## src/rtl/bilinear_table_lookup_unit_macros.svh

```systemverilog
// Assertion macros for the bilinear table lookup unit.
// Used by bilinear_table_lookup_unit.sv; needs clk and rst_n in scope.
`ifndef BILINEAR_TABLE_LOOKUP_UNIT_MACROS_SVH
`define BILINEAR_TABLE_LOOKUP_UNIT_MACROS_SVH
`ifndef SYNTH
`define BTLU_ASSERT_NOW(lbl, pre, post) \
    lbl: assert property (@(posedge clk) disable iff (!rst_n) (pre) |-> (post)) \
        else $error("bilinear_table_lookup_unit: check failed");
`define BTLU_ASSERT_NEXT(lbl, pre, post) \
    lbl: assert property (@(posedge clk) disable iff (!rst_n) (pre) |=> (post)) \
        else $error("bilinear_table_lookup_unit: check failed");
`else
`define BTLU_ASSERT_NOW(lbl, pre, post)
`define BTLU_ASSERT_NEXT(lbl, pre, post)
`endif
`endif

```

## src/rtl/btl_ram.sv

```systemverilog
// Generic single-write, single-read RAM with registered read data.
// No dependencies.
module btl_ram #(
    parameter int WIDTH = 32,
    parameter int DEPTH = 64,
    localparam int AW = $clog2(DEPTH)
) (
    input  logic             clk,
    input  logic             we,
    input  logic [AW-1:0]    waddr,
    input  logic [WIDTH-1:0] wdata,
    input  logic [AW-1:0]    raddr,
    output logic [WIDTH-1:0] rdata
);

    logic [WIDTH-1:0] mem [DEPTH];

    always_ff @(posedge clk)
    begin
        if (we)
        begin
            mem[waddr] <= wdata;
        end
        rdata <= mem[raddr];
    end

endmodule

```

## config.mk

```make
export PLATFORM = sky130hd
export DESIGN_NAME = btl_ram
export DESIGN_NICKNAME = d
export VERILOG_FILES = /design/src/rtl/bilinear_table_lookup_unit_macros.svh /design/src/rtl/btl_ram.sv
export SDC_FILE = /design/constraint.sdc
export NUM_CORES = 2
export LEC_CHECK = 0
export BUFFER_PORTS_ARGS = -buffer_cell sky130_fd_sc_hd__buf_2
export CAP_MARGIN = 20
export CORE_MARGIN = 2
export CORE_UTILIZATION = 45
export CTS_BUF_LIST = sky130_fd_sc_hd__clkbuf_8
export DETAILED_ROUTE_END_ITERATION = 10
export SYNTH_ARGS = -nofsm -noshare
export SYNTH_HDL_FRONTEND = slang
export SYNTH_SLANG_ARGS = --single-unit
```

## constraint.sdc

```tcl
create_clock -name clk -period 7.1 [get_ports clk]
set_input_delay 0.355 -clock clk [delete_from_list [all_inputs] [get_ports clk]]
set_output_delay 0.355 -clock clk [all_outputs]
set_load 0.02 [all_outputs]
```

==> results.json <==
{
  "outcome": "finished, final reports clean",
  "multi_input_area_sq_um": 16000,
  "timing_hold_violations_final": 0,
  "drt_first_iter_violations": 4649,
  "synth_seq_area_share_pct": 79.1,
  "synth.net_count": 3370,
  "cts_inserted_buffers": 348,
  "floorplan.die.width_um": 422,
  "vdd_drop_max_v": 0.000180,
  "clock_tree.root_cell": "clkbuf_8",
  "clock_insertion_delay_worst_skew_ns": 1.02,
  "grt.overflow.total": 0,
  "fin_setup_tns_ns": 0,
  "die_h_um": 422,
  "seq_area_sq_um": 62100,
  "timing_max_transition_violations_final": 0,
  "post_route_cells_drive_above_1_share_pct": 30.8,
  "top_level_ports": 78,
  "first_global_vias": 38200,
  "synth_cell_type_count": 34,
  "area_growth_pct": 13.7,
  "rsz0062_at_grt": "no",
  "vias": 37900,
  "worst_setup_path_end_kind": "flip-flop",
  "synth_area_sq_um": 78500,
  "finalCriticalPeriod_ns": 2.98,
  "cell_count_after_synthesis": 3324,
  "synth.top_cell.area_share_pct": 78.3,
  "critPathArrivalTime_ns": 3.58,
  "reported_leakage_power_nw": 28.3,
  "grt_first_pass_wirelength_um": 291000,
  "critical_path.max_fanout": 18,
  "cp_slowest_stage_delay_ns": 1.04,
  "crit_path_cell_trace": "dlygate4sd3_1, buf_2, nand4_1, nor2_4, buf_4",
  "post_synth_xor_area_fraction_pct": 0,
  "yosys.area_share.adder_pct": 0,
  "clock_skew_after_layout_ns": 0.0631,
  "gr-usage-all-layers_pct": 23.3,
  "cts.repair_timing.setup_buffer_count": 0,
  "combinational_family_with_the_most_area_after_synthesis": "multiplexers",
  "tightest_slew_ns": 0.989,
  "holdPathStages": 2,
  "hold_path.startpoint": "wdata[11]",
  "clkTransAtPathRegs_ns": 0.06,
  "synth_compound_gate_area_share_pct": 1.67,
  "drt_wl_total_um": 207000,
  "pre_cts_slack_ns": 3.20,
  "grt_antenna_before_repair": 9,
  "tritoncts": "yes",
  "post_synth.cell_area_avg_sq_um": 23.6,
  "final_setup_violating_endpoints": 0,
  "hpwl_um": 108000,
  "dieArea_sq_um": 178000,
  "maxSlewHeadroom_pct": 33.9,
  "clock_tree.buffer_depth": 4,
  "power_density_nw_per_um2": 274,
  "critPathLaunch": "waddr[1]",
  "length_in_cells_of_the_worst_reg_to_reg_path": 5,
  "detailedRoute.firstPassIterationCount": 6,
  "fin_crit_sh_pct": 41.9,
  "post_cts.resized_instances": 0,
  "route.detailed.vias_per_inst": 6.00,
  "synth.largest_area_cell": "edfxtp_1",
  "synth_mux_area_share_pct": 16.8,
  "core_sq_um": 174000,
  "max_cap_viol_count": 0,
  "holdBufCountCts": 18,
  "worst-endpoint-required_ns": 7.70,
  "start_of_the_worst_register_to_register_path": "mem[46][1]",
  "crit_path_start_kind": "input pin",
  "synth.top_cells.by_area": "edfxtp_1 78%, mux4_2 16%, mux2i_1 1.2%, dfxtp_1 0.82%, o22ai_1 0.67%",
  "grt_max_degree": 106,
  "synth-seq-cells": 2080,
  "drc": 0,
  "num-nets-final": 3785,
  "worstHoldPathType": "in2reg",
  "antenna_left": 0,
  "io_buffers": 77,
  "htree_levels": 5,
  "gp_congestion": 0.772,
  "post_synth_and_or_nand_nor_area_fraction_pct": 1.27,
  "nFillCells": 13600,
  "max_clock_freq_ghz": 0.336,
  "mean_routed_wirelength_per_cell_um": 32.9,
  "cts_sinks": 2080,
  "cpMaxStageDelayCell": "nor2_4",
  "synth-warning-count": 0,
  "placement_rows": 153,
  "crit_type": "in2reg",
  "initial_core_util_pct": 45.2,
  "post-route-worst-setup-slack_ns": 4.12
}
placed cells by master (no fill, tap or decap), drive strengths merged, types with 4 or more instances in the layout:
cell and n:
a21oi 62, dlygate4sd3 34, dfxtp 32, o221ai 27
nor2b 15, inv 147, bufinv 4, a41o 4
nand3b 5, mux4 544, nor3 7, nor2 137
a311oi 8, edfxtp 2048, o32ai 4, clkinv 66
or3b 5, clkbuf 373, and3 4, nand3 5
a22oi 12, o22ai 84, nand2 26, buf 213
mux2i 93, nand2b 8
final timing paths:
check / end / slack [ns]
min: mem[36][11] / 0.08
max reg2reg: rdata[1] / 4.67
min reg2reg: rdata[4] / 0.76
max: mem[15][7] / 4.12
report_power, final:
group	switching [W]	total [W]	leakage [nW]	internal [W]
clock network	0.00457	0.00951	3.67	0.00493
logic	0.000799	0.00128	5.96	0.000477
registers	0.0000552	0.0137	18.7	0.0136
total	0.00543	0.0244	28.3	0.0190
synth_stat cells, drive strengths merged:
cell type	instances
edfxtp	2048
or3b	5
buf	108
a21oi	62
or2	3
a22oi	12
nand4	2
nor3	7
nand3	5
nand4b	1
nand2b	8
a311oi	8
nand3b	5
and2	2
mux4	544
o22ai	84
nand2	26
o32ai	4
o221ai	27
mux2i	93
or3	3
dfxtp	32
a31oi	1
nor2	137
and3	4
clkbuf	74
nor2b	15
a41o	4
per-stage QoR:
step / util (%) / std cells / total power, W / area [sq um] / hold WS, ns
global placement: 47.5 / 5663 / 0.0152 / 82500 / 0.711
detailed placement: 47.5 / 5664 / 0.0152 / 82500 / 0.746
CTS: 51.1 / 6275 / 0.0246 / 88800 / 0.00845
finish: 51.4 / 6310 / 0.0244 / 89300 / 0.0776
global route: 51.4 / 6308 / 0.0252 / 89300 / 0.0545
floorplan: - / 3324 / 0.0146 / 78500 / 0.454
state kept, by name, indices dropped and copies added (netlist names):
register,cells
mem,2048
rdata,32
per-layer routing:
metal	routed length (um)	vias up	track usage (%)
li1	-	15100	-
met1	85100	20600	33.4
met2	101000	1806	36.9
met3	16300	377	4.24
met4	5510	2	6.77
met5	7	-	0
kinds of logic (layout without fill, tap and decap cells):
| group | count (synthesis) | after routing |
|---|---|---|
| flops | 2080 | 2080 |
| mux | 637 | 637 |
| simple gates | 223 | 223 |
| compound gates | 202 | 202 |
| buf+inv | 182 | 840 |
| other cells | 0 | 3 |
final cells by class:
cell class / count / area share (%)
flip-flops and latches: 2080 / 69.6
well taps: 2325 / 3.26
clock buffers: 373 / 5.75
diodes: 3 / 0.00841
multi-input cells: 1062 / 17.9
repair buffers: 247 / 2.40
clock inverters: 220 / 1.09
worst max-delay path: cells and delay by family:
family | cells | cell delay, ns
and+or+nand+nor | 2 | 1.85
buffers and inverters | 3 | 1.32
Note: power is estimated with default switching activity, not from simulation.
